**src/hdl/avtsmq_pkg.sv**
```systemverilog
package avtsmq_pkg;

   localparam int TS_W        = 32;
   localparam int TAG_W       = 16;
   localparam int TDATA_W     = TS_W + TAG_W;
   localparam int ENTRY_W     = TS_W + 1 + TAG_W;
   localparam int RSP_TUSER_W = 2;
   localparam int KIND_BIT    = 0;
   localparam int OVF_BIT     = 1;

   localparam logic [3:0] THRESHOLD_RESET   = 4'd10;
   localparam logic       CSR_MIX_THRESHOLD = 1'b0;

   typedef struct packed {
      logic [TS_W-1:0]  stamp;
      logic             kind;
      logic [TAG_W-1:0] handle;
   } entry_type;

endpackage

```
**src/hdl/avtsmq_ram.sv**
```systemverilog
module avtsmq_ram #(
   parameter int WIDTH = 49,
   parameter int DEPTH = 16
) (
   input  logic                     clock,
   input  logic                     wr_en,
   input  logic [$clog2(DEPTH)-1:0] wr_addr,
   input  logic [WIDTH-1:0]         wr_data,
   input  logic                     rd_en,
   input  logic [$clog2(DEPTH)-1:0] rd_addr,
   output logic [WIDTH-1:0]         rd_data
);

   logic [WIDTH-1:0] mem_ff [DEPTH];
   logic [WIDTH-1:0] rd_data_ff;

   always_ff @(posedge clock) begin
      if (wr_en) begin
         mem_ff[wr_addr] <= wr_data;
      end
      if (rd_en) begin
         rd_data_ff <= mem_ff[rd_addr];
      end
   end

   assign rd_data = rd_data_ff;

endmodule

```
**src/hdl/av_timestamp_mix_queue.sv**
```systemverilog
// Timestamp-ordered audio/video mixing queue. Each req beat carries one message
// (timestamp and tag in tdata, video flag in tuser); it is inserted into a
// DEPTH-entry store kept sorted by timestamp, equal timestamps in arrival
// order, and the earliest entry may then be released on rsp according to the
// audio/video counts and mix_threshold. A beat arriving at a full store is
// dropped and answered with an overflow beat. The store is a circular buffer
// in one RAM with a registered read port; the insert walks backward from the
// tail one entry per cycle, reading the next entry while writing the previous
// one up a slot, then writes the new beat into its place and decides whether
// to release the earliest entry. A new beat is taken only when the previous
// one is done, while a released beat may still wait on rsp. No clearing pass
// after reset.
module av_timestamp_mix_queue
   import avtsmq_pkg::*;
#(
   parameter int DEPTH = 16
) (
   input  logic                   clock,
   input  logic                   reset,
   input  logic                   req_tvalid,
   output logic                   req_tready,
   input  logic [TDATA_W-1:0]     req_tdata,   // timestamp, tag
   input  logic [0:0]             req_tuser,   // is_video
   output logic                   rsp_tvalid,
   input  logic                   rsp_tready,
   output logic [TDATA_W-1:0]     rsp_tdata,   // out_timestamp, out_tag
   output logic [RSP_TUSER_W-1:0] rsp_tuser,   // out_is_video, overflow
   input  logic                   csr_psel,
   input  logic                   csr_penable,
   input  logic                   csr_pwrite,
   input  logic [2:0]             csr_paddr,
   input  logic [31:0]            csr_pwdata,
   output logic [31:0]            csr_prdata,
   output logic                   csr_pready
);

   localparam int AW = $clog2(DEPTH);
   localparam int CW = $clog2(DEPTH + 1);
   localparam int SW = CW + 1;
   localparam int TW = (CW > 4) ? CW : 4;

   localparam logic [2:0] ST_IDLE   = 3'd0;
   localparam logic [2:0] ST_SCAN   = 3'd1;
   localparam logic [2:0] ST_PLACE  = 3'd2;
   localparam logic [2:0] ST_DECIDE = 3'd3;
   localparam logic [2:0] ST_EMIT   = 3'd4;

   function automatic logic [AW-1:0] phys(input logic [AW-1:0] head, input logic [CW-1:0] k);
      logic [SW-1:0] s;
      s = SW'(head) + SW'(k);
      if (s >= SW'(DEPTH)) begin
         s = s - SW'(DEPTH);
      end
      return s[AW-1:0];
   endfunction

   logic [2:0]             state_ff, state_in;
   logic [AW-1:0]          head_ff, head_in;
   logic [CW-1:0]          occ_ff, occ_in;
   logic [CW-1:0]          vcnt_ff, vcnt_in;
   logic [CW-1:0]          acnt_ff, acnt_in;
   logic [CW-1:0]          idx_ff, idx_in;
   logic [3:0]             thr_ff, thr_in;
   logic                   ovf_ff, ovf_in;
   logic                   rsp_valid_ff, rsp_valid_in;
   logic [TS_W-1:0]        ts_ff, ts_in;
   logic                   vid_ff, vid_in;
   logic [TAG_W-1:0]       tag_ff, tag_in;
   logic [TDATA_W-1:0]     rsp_data_ff, rsp_data_in;
   logic [RSP_TUSER_W-1:0] rsp_user_ff, rsp_user_in;

   logic                   wr_en, rd_en, place_new, release_ok, req_beat, csr_write;
   logic [AW-1:0]          wr_addr, rd_addr;
   logic [ENTRY_W-1:0]     wr_data, rd_data;
   entry_type              new_entry, rd_entry;
   logic [TW-1:0]          vcnt_w, acnt_w, thr_w;

   avtsmq_ram #(
      .WIDTH(ENTRY_W),
      .DEPTH(DEPTH)
   ) u_store (
      .clock  (clock),
      .wr_en  (wr_en),
      .wr_addr(wr_addr),
      .wr_data(wr_data),
      .rd_en  (rd_en),
      .rd_addr(rd_addr),
      .rd_data(rd_data)
   );

   assign new_entry = '{stamp: ts_ff, kind: vid_ff, handle: tag_ff};
   assign rd_entry  = entry_type'(rd_data);
   assign vcnt_w    = TW'(vcnt_ff);
   assign acnt_w    = TW'(acnt_ff);
   assign thr_w     = TW'(thr_ff);
   assign release_ok = (vcnt_w >= thr_w && acnt_w == '0) ||
                       (acnt_w > thr_w && vcnt_w == '0) ||
                       (vcnt_w != '0 && acnt_w != '0);

   assign req_tready = (state_ff == ST_IDLE);
   assign req_beat   = req_tvalid && req_tready;
   assign csr_pready = 1'b1;
   assign csr_write  = csr_psel && csr_penable && csr_pwrite && csr_pready;
   assign csr_prdata = (csr_paddr[2] == CSR_MIX_THRESHOLD) ? {28'd0, thr_ff} : 32'd0;

   assign rsp_tvalid = rsp_valid_ff;
   assign rsp_tdata  = rsp_data_ff;
   assign rsp_tuser  = rsp_user_ff;

   always_comb begin
      state_in     = state_ff;
      head_in      = head_ff;
      occ_in       = occ_ff;
      vcnt_in      = vcnt_ff;
      acnt_in      = acnt_ff;
      idx_in       = idx_ff;
      thr_in       = thr_ff;
      ovf_in       = ovf_ff;
      ts_in        = ts_ff;
      vid_in       = vid_ff;
      tag_in       = tag_ff;
      rsp_valid_in = rsp_valid_ff && !rsp_tready;
      rsp_data_in  = rsp_data_ff;
      rsp_user_in  = rsp_user_ff;
      wr_en        = 1'b0;
      wr_addr      = phys(head_ff, idx_ff);
      wr_data      = new_entry;
      rd_en        = 1'b0;
      rd_addr      = head_ff;
      place_new    = 1'b0;

      if (csr_write && csr_paddr[2] == CSR_MIX_THRESHOLD) begin
         thr_in = csr_pwdata[3:0];
      end

      unique case (state_ff)
         ST_IDLE: begin
            if (req_beat) begin
               ts_in  = req_tdata[TS_W-1:0];
               tag_in = req_tdata[TDATA_W-1:TS_W];
               vid_in = req_tuser[0];
               if (occ_ff == CW'(DEPTH)) begin
                  ovf_in   = 1'b1;
                  state_in = ST_EMIT;
               end else if (occ_ff == '0) begin
                  ovf_in   = 1'b0;
                  idx_in   = '0;
                  state_in = ST_PLACE;
               end else begin
                  ovf_in   = 1'b0;
                  rd_en    = 1'b1;
                  rd_addr  = phys(head_ff, occ_ff - CW'(1));
                  idx_in   = occ_ff;
                  state_in = ST_SCAN;
               end
            end
         end
         ST_SCAN: begin
            if (rd_entry.stamp > ts_ff) begin
               wr_en   = 1'b1;
               wr_data = rd_data;
               if (idx_ff == CW'(1)) begin
                  idx_in   = '0;
                  state_in = ST_PLACE;
               end else begin
                  rd_en   = 1'b1;
                  rd_addr = phys(head_ff, idx_ff - CW'(2));
                  idx_in  = idx_ff - CW'(1);
               end
            end else begin
               place_new = 1'b1;
            end
         end
         ST_PLACE: begin
            place_new = 1'b1;
         end
         ST_DECIDE: begin
            if (release_ok) begin
               rd_en    = 1'b1;
               rd_addr  = head_ff;
               state_in = ST_EMIT;
            end else begin
               state_in = ST_IDLE;
            end
         end
         ST_EMIT: begin
            if (!rsp_valid_ff || rsp_tready) begin
               rsp_valid_in = 1'b1;
               state_in     = ST_IDLE;
               if (ovf_ff) begin
                  rsp_data_in = '0;
                  rsp_user_in = '0;
                  rsp_user_in[OVF_BIT] = 1'b1;
               end else begin
                  rsp_data_in = {rd_entry.handle, rd_entry.stamp};
                  rsp_user_in = '0;
                  rsp_user_in[KIND_BIT] = rd_entry.kind;
                  head_in = (head_ff == AW'(DEPTH - 1)) ? '0 : head_ff + AW'(1);
                  occ_in  = occ_ff - CW'(1);
                  if (rd_entry.kind) begin
                     vcnt_in = vcnt_ff - CW'(1);
                  end else begin
                     acnt_in = acnt_ff - CW'(1);
                  end
               end
            end
         end
         default: begin
            state_in = ST_IDLE;
         end
      endcase

      if (place_new) begin
         wr_en    = 1'b1;
         wr_addr  = phys(head_ff, idx_ff);
         wr_data  = new_entry;
         occ_in   = occ_ff + CW'(1);
         state_in = ST_DECIDE;
         if (vid_ff) begin
            vcnt_in = vcnt_ff + CW'(1);
         end else begin
            acnt_in = acnt_ff + CW'(1);
         end
      end
   end

   always_ff @(posedge clock) begin
      if (reset) begin
         state_ff     <= ST_IDLE;
         head_ff      <= '0;
         occ_ff       <= '0;
         vcnt_ff      <= '0;
         acnt_ff      <= '0;
         idx_ff       <= '0;
         thr_ff       <= THRESHOLD_RESET;
         ovf_ff       <= 1'b0;
         rsp_valid_ff <= 1'b0;
      end else begin
         state_ff     <= state_in;
         head_ff      <= head_in;
         occ_ff       <= occ_in;
         vcnt_ff      <= vcnt_in;
         acnt_ff      <= acnt_in;
         idx_ff       <= idx_in;
         thr_ff       <= thr_in;
         ovf_ff       <= ovf_in;
         rsp_valid_ff <= rsp_valid_in;
      end
   end

   always_ff @(posedge clock) begin
      ts_ff       <= ts_in;
      vid_ff      <= vid_in;
      tag_ff      <= tag_in;
      rsp_data_ff <= rsp_data_in;
      rsp_user_ff <= rsp_user_in;
   end

endmodule

```
**config.mk**
```make
export PLATFORM = sky130hd
export DESIGN_NAME = av_timestamp_mix_queue
export DESIGN_NICKNAME = d
export VERILOG_FILES = /design/src/hdl/avtsmq_pkg.sv /design/src/hdl/avtsmq_ram.sv /design/src/hdl/av_timestamp_mix_queue.sv
export SDC_FILE = /design/constraint.sdc
export NUM_CORES = 1
export LEC_CHECK = 0
export ABC_AREA = 1
export BUFFER_PORTS_ARGS = -buffer_cell sky130_fd_sc_hd__buf_2
export CORE_AREA = 2 2 290 292
export CTS_CLUSTER_SIZE = 28
export DETAILED_ROUTE_END_ITERATION = 10
export DIE_AREA = 0 0 292 294
export GPL_TIMING_DRIVEN = 0
export PLACE_DENSITY_LB_ADDON = 0.12
export SETUP_SLACK_MARGIN = 0.02
export SYNTH_ARGS = -nofsm -noshare
export SYNTH_HDL_FRONTEND = slang
export SYNTH_SLANG_ARGS = --single-unit
export TNS_END_PERCENT = 30
```
**constraint.sdc**
```tcl
create_clock -name clock -period 9.77 [get_ports clock]
set_input_delay 1.954 -clock clock [delete_from_list [all_inputs] [get_ports clock]]
set_output_delay 1.954 -clock clock [all_outputs]
set_load 0.03 [all_outputs]
```
# [After elaboration in Yosys (flattened, before gate mapping)]
# Memory sizes are Yosys's and may differ from the RTL's. A register that Yosys moved wholly into a read port is not among the register bits.
# Cells that the tools add are included.
[word_totals] regBits=132 latch_bits=0 ram_bits=784 romBits=0 inputBits=91 elab_cells=152 n_memories=1
[memory_table] name="u_store.mem_ff" words=16 width=49 read_ports=1 rd_ports_with_merged_regs=1 write_ports=1 line_no="avtsmq_ram.sv:14" source="logic [WIDTH-1:0] mem_ff [DEPTH];"
[op_classes] add_sub_neg=15 multipliers=0 div=0 order_cmp=6 n_eq_ne=18 shift=0 muxes=63 n_bitwise=3 n_reduce_logical=30
[op_table] operator="two-way mux 49 bit" count=3
[op_table] operator="two-way mux 5 bit" count=21
[op_table] operator="two-way mux 4 bit" count=10
[op_table] operator="greater-than comparator 32 bit" count=1
[op_table] operator="subtractor 5 x 1 -> 5 bit, second input constant" count=4
[op_table] operator="adder 4 x 5 -> 6 bit" count=3
[op_table] operator="greater-or-equal comparator 6 x 5 -> 1 bit, second input constant" count=3
[op_table] operator="two-way mux 3 bit" count=6
[op_table] operator="adder 5 x 1 -> 5 bit, second input constant" count=3
[op_table] operator="logical NOT 5 bit" count=3
[op_table] operator="two-way mux 1 bit" count=15
[op_table] operator="one-hot mux 3 bit (5 select lines)" count=1
[op_table] operator="subtractor 4 x 1 -> 4 bit, second input constant" count=3
[op_table] operator="inequality test 2 bit, second input constant" count=5
[op_table] operator="one-hot mux 5 bit (2 select lines)" count=1
[op_table] operator="AND reduction 5 bit" count=2
[op_table] operator="nonzero test 5 bit" count=2
[op_table] operator="inequality test 3 bit, second input constant" count=3
[op_table] operator="logical AND 1 bit" count=8
[op_table] operator="one-hot mux 4 bit (2 select lines)" count=1
[op_table] operator="equality test 3 x 2 -> 1 bit, second input constant" count=2
[op_table] operator="two-way mux 2 bit" count=3
[op_table] operator="AND reduction 3 bit" count=2
[op_table] operator="nonzero test 2 bit" count=3
[op_table] operator="20 further kinds" count=27

# [Logic depth before layout (Yosys ltp)]
[depth] depth_word=8 ltp_mapped=25 ltp_nobuf=24

# [By module]
# From an unflattened synthesis, not the netlist that was laid out.
[unflattened] cells_unflattened=4165 hier_area_um2=43397.9
[modules_own_cells] mod="avtsmq_ram" n_inst=1 cells_per_inst=3231 area_each_um2=35197.5 seq_area_each_um2=25014.0
[modules_own_cells] mod="av_timestamp_mix_queue" n_inst=1 cells_per_inst=934 area_each_um2=8200.4 seq_area_each_um2=3633.5

# [Worst setup path after synthesis]
# No wires, ideal clock.
[synth_path] kind="input to register" from="in rsp_tready" to="reg vcnt_ff[3]" arrival_ps=5532 required_ps=9655 slack_ps=4123 stages=9 path_buffers=0 path_cell_list="nor2_1 -> nor2_1 -> nand2_1 -> nor2_1 -> inv_1 -> o41ai_1 -> nand3_1 -> nand2_1 -> nor2_1"
[synth_via] elab_chain_len=5
[synth_rtl] element="from (decl)" line_no="av_timestamp_mix_queue.sv:25" source="input logic rsp_tready,"
[synth_rtl] element="logical OR 1 bit (*)" line_no="av_timestamp_mix_queue.sv:187" source="if (!rsp_valid_ff || rsp_tready) begin"
[synth_rtl] element="two-way mux 5 bit (*)" line_no="av_timestamp_mix_queue.sv:187"
[synth_rtl] element="two-way mux 5 bit (*)" line_no="av_timestamp_mix_queue.sv:136" source="unique case (state_ff)"
[synth_rtl] element="two-way mux 5 bit" line_no="av_timestamp_mix_queue.sv:219" source="if (vid_ff) begin"
[synth_rtl] element="two-way mux 5 bit (*)" line_no="av_timestamp_mix_queue.sv:213" source="if (place_new) begin"
[synth_rtl] element="to (signal assigned)" line_no="av_timestamp_mix_queue.sv:242" source="vcnt_ff <= vcnt_in;"
[synth_rtl] element="to (decl)" line_no="av_timestamp_mix_queue.sv:60" source="logic [CW-1:0] vcnt_ff, vcnt_in;"
# Every way passes the cells marked *; elsewhere a longest branch is shown, timed or not.
# A chain may end at the register's enable or synchronous reset.

# [Worst setup path after layout]
[layout_path] from="reg u_store.rd_data_ff[48], in the netlist u_store.rd_data[48], read port of u_store.mem_ff" to="mem u_store.mem_ff[11][39] (data pin)"
[layout_via] elab_chain_len=4 elab_cells_between_ends=6 classes_between="order compare: 1; mux: 5"
[layout_rtl] element="from (decl)" line_no="avtsmq_ram.sv:15" source="logic [WIDTH-1:0] rd_data_ff;"
[layout_rtl] element="greater-than comparator 32 bit (*)" line_no="av_timestamp_mix_queue.sv:159" source="if (rd_entry.stamp > ts_ff) begin"
[layout_rtl] element="two-way mux 1 bit or two-way mux 49 bit (tied branches)" line_no="av_timestamp_mix_queue.sv:159"
[layout_rtl] element="one-hot mux 1 bit (2 select lines) or two-way mux 49 bit (tied branches)" line_no="av_timestamp_mix_queue.sv:136"
[layout_rtl] element="two-way mux 49 bit (*)" line_no="av_timestamp_mix_queue.sv:213"
[layout_rtl] element="named net u_store.wr_data[39]" line_no="avtsmq_ram.sv:8" source="input logic [WIDTH-1:0] wr_data,"
[layout_rtl] element="to (decl)" line_no="avtsmq_ram.sv:14"
# Mark *: on every way through the listed nets, which the timed path passes. The rest lies on a longest branch.

==> summary.txt <==
Logic synthesis
  • Mapped Cells: 3529
  • Number of flops mapped to enable cells by yosys: 932
  • Syn_area_per_cell: 11.64 um2
  • Synth warnings: 0
  • Top-area cell type share of the netlist area: 68.12%
  • Top-count cell post-synth: nand3_1
  • Area contributors post-synth: edfxtp_1 (68%), nand3_1 (12%), nand2_1 (7.0%)
  • Yosys top cell by area: edfxtp_1
  • Most frequent cells after synthesis: nand3_1 (1003), edfxtp_1 (932), nand2_1 (762)
  • Synth Register Bits: 965
  • Ys async rst share: 0%
  • Synthesized area: 41080 um2
  • Netlist cell types: 47
  • Sequential element share of the synthesized area: 69.73%
  • Dominant synthesized flop cell: edfxtp_1

Min path
  • HP Class: flip-flop to flip-flop

Clocking
  • CTS Buf Count: 101
  • CTS tree: yes
  • Clock Latency Late Sink: 670 ps
  • CTS sink cnt: 965
  • Max clock buf depth: 3
  • Root buffer cell: clkbuf_16
  • Max H-tree Level: 3
  • Setup bufs post-CTS: 0
  • Clk pin slew, worst setup/hold paths: 60 ps
  • Post-CTS Resized: 0
  • Hold_buf cts: 0

Worst setup path
  • Critical path endpoint category: flip-flop
  • WS Path Type: flip-flop to flip-flop
  • Reg2reg setup slack: 4590 ps
  • Crit path arrival time: 5670 ps
  • CP Launch Type: flip-flop
  • Critical Path RT: 10270 ps
  • Crit-path max FO: 12

Power and ir drop
  • Combinational fraction of design power: 42.0%
  • Worst IR Drop VDD: 0.1589 mV
  • Seq pwr share: 34.8%
  • Power Density: 344.2 nW/um2
  • Sw Share: 40.94%
  • Clock power frac: 23.2%
  • Sw power: 6678 uW
  • P_int: 9631 uW
  • Pleak: 0.01800 uW

STA
  • Final setup viols: 0
  • Worst Skew: 24.33 ps
  • Worst rel slew slack: 12.89%
  • Min Tclk post-route: 5177 ps
  • RSZ-0062 raised after global routing: false
  • Slew @ Worst Pin: 1303 ps
  • Worst hold slack: 469.2 ps
  • Count of pins over their slew limit: 0
  • Max Freq: 193.2 MHz
  • Fin crit share: 52.99%
  • Final Hold Vio Count: 0
  • Setup_tns: 0 ps

Job
  • Max Cap Violations: 0

Global routing
  • First-pass GRT wire length: 169900 um
  • Global route overflow: 0
  • Antenna violations before repair: 5
  • Number of global-route vias before repair: 27390
  • GRT Resource Usage Total: 26.56%
  • Pin count of the biggest net entering global routing: 50

Die
  • Die Y: 294 um
  • Die ar.: 85850 um2
  • Initial core utilization: 49.56%
  • # rows: 106
  • Die width: 292 um
  • IO Pins: 176
  • Core footprint: 82890 um2

Route
  • Via-to-Cell Ratio: 5.656
  • DRC Markers: 0
  • Final ANT Viol Nets: 0
  • DRT Pass-1 Iters: 6
  • Drt total wl: 114400 um
  • Initial drt markers: 2916
  • Vias: 28350
  • WL per Instance: 22.81 um

Final layout
  • Final core utilization: 57.17%
  • Layout cell share with drive strength beyond 1: 13.54%
  • Area occupied by multi-input gates: 10680 um2
  • Sequential Area: 28650 um2
  • Fin nets: 4001
  • Area delta synth->final: 15.35%
  • Non-filler cells, final: 5013
  • Filler instances: 6938

Placed design
  • Number of buffers added on ports: 115
  • Routability cong.: 0.8418
  • HPWL after detailed placement: 78800 um
  • Cell total after placement: 4825

Status
  • Status: completed
==> final cells by class <==
type	instances	share of cell area, %
Inverter	158	1.257
Sequential cell	965	60.45
Clock inverter	62	1.196
Tap cell	1080	2.851
Multi-Input combinational cell	2184	22.54
Antenna cell	3	0.01584
Buffer	249	2.965
Timing Repair Buffer	189	3.129
Clock buffer	123	5.597
==> routing by layer <==
metal	routed length, um	vias up	global-route usage [%]
li1	-	13170	-
met1	48040	13860	36.43
met2	52970	1146	42.36
met3	9720	185	5.559
met4	3605	2	9.002
met5	13	-	0
==> registers in the layout, summed over array words and instances (netlist names), 2 cells and up <==
name and count:
occ_ff 5, ts_ff 32, thr_ff 4, u_store.rd_data 49, rsp_tdata 48, acnt_ff 5
tag_ff 16, idx_ff 5, head_ff 4, vcnt_ff 5, state_ff 3, u_store.mem_ff 784
rsp_tuser 2
==> power by group through the flow <==
stage / registers [uW] / logic, uW / clock network, uW
floorplan: 5750 / 4200 / 0
global placement: 5830 / 6540 / 0
detailed placement: 5760 / 6800 / 0
CTS: 5680 / 6840 / 3820
global route: 5720 / 7530 / 4000
finish: 5680 / 6850 / 3780
==> path summary, 6_finish.rpt <==
path                                  from                               end  depth (start not counted)
max          u_store.rd_data[48]$_DFFE_PP_  u_store.mem_ff[11][39]$_DFFE_PP_                         12
min                    ovf_ff$_SDFFE_PP0P_            rsp_tuser[1]$_DFFE_PP_                          0
max reg2reg  u_store.rd_data[48]$_DFFE_PP_  u_store.mem_ff[11][39]$_DFFE_PP_                         12
min reg2reg            ovf_ff$_SDFFE_PP0P_            rsp_tuser[1]$_DFFE_PP_                          0
==> logic make-up after synthesis <==
| family | synth area share (%) |
|---|---|
| AO/OA/AOI/OAI | 2.272 |
| buffers and inverters | 4.864 |
| other | 0.01828 |
| AND/OR/NAND/NOR | 20.90 |
| flip-flops | 69.73 |
| adder cells (fa/ha/maj) | 1.943 |
| XOR/XNOR | 0.2771 |
==> through the flow <==
stage	setup slack, ps	total power, uW	cell area [um2]
global route	4353	17240	47380
global placement	583.0	12380	43110
floorplan	4123	9952	41190
detailed placement	4625	12560	44160
finish	4593	16310	47390
CTS	4602	16330	47380
==> worst max-delay path, cell delays in order, from the launching register on <==
cell	delay [ps]
edfxtp_1	410
ha_1	320
nand2_1	90
nor2_1	320
nand2_1	270
nor4_4	370
nand3_2	200
nand3_1	920
clkbuf_1	900
buf_1	580
nand2_1	90
o21ai_1	290
buf_6	230
==> cells in the final DEF (no fill, tap or decap), types with 4 or more instances in the layout <==
cell,n
xor2_1,11
a22oi_1,4
o21ai_0,33
nand4_1,7
a211oi_1,4
clkinv_1,26
conb_1,29
ha_1,59
dfxtp_1,33
nand3_1,1002
buf_1,20
nand2_2,6
o21ai_1,51
bufinv_16,10
inv_1,151
o211ai_1,5
edfxtp_1,932
a21oi_1,52
clkbuf_1,93
buf_6,31
nor2_1,92
inv_2,6
nand2_1,762
clkinv_2,19
nor2_4,20
nor3_1,9
buf_12,25
clkbuf_16,103
buf_2,200
buf_4,88
No activity file was read; power rests on OpenSTA's default activity.
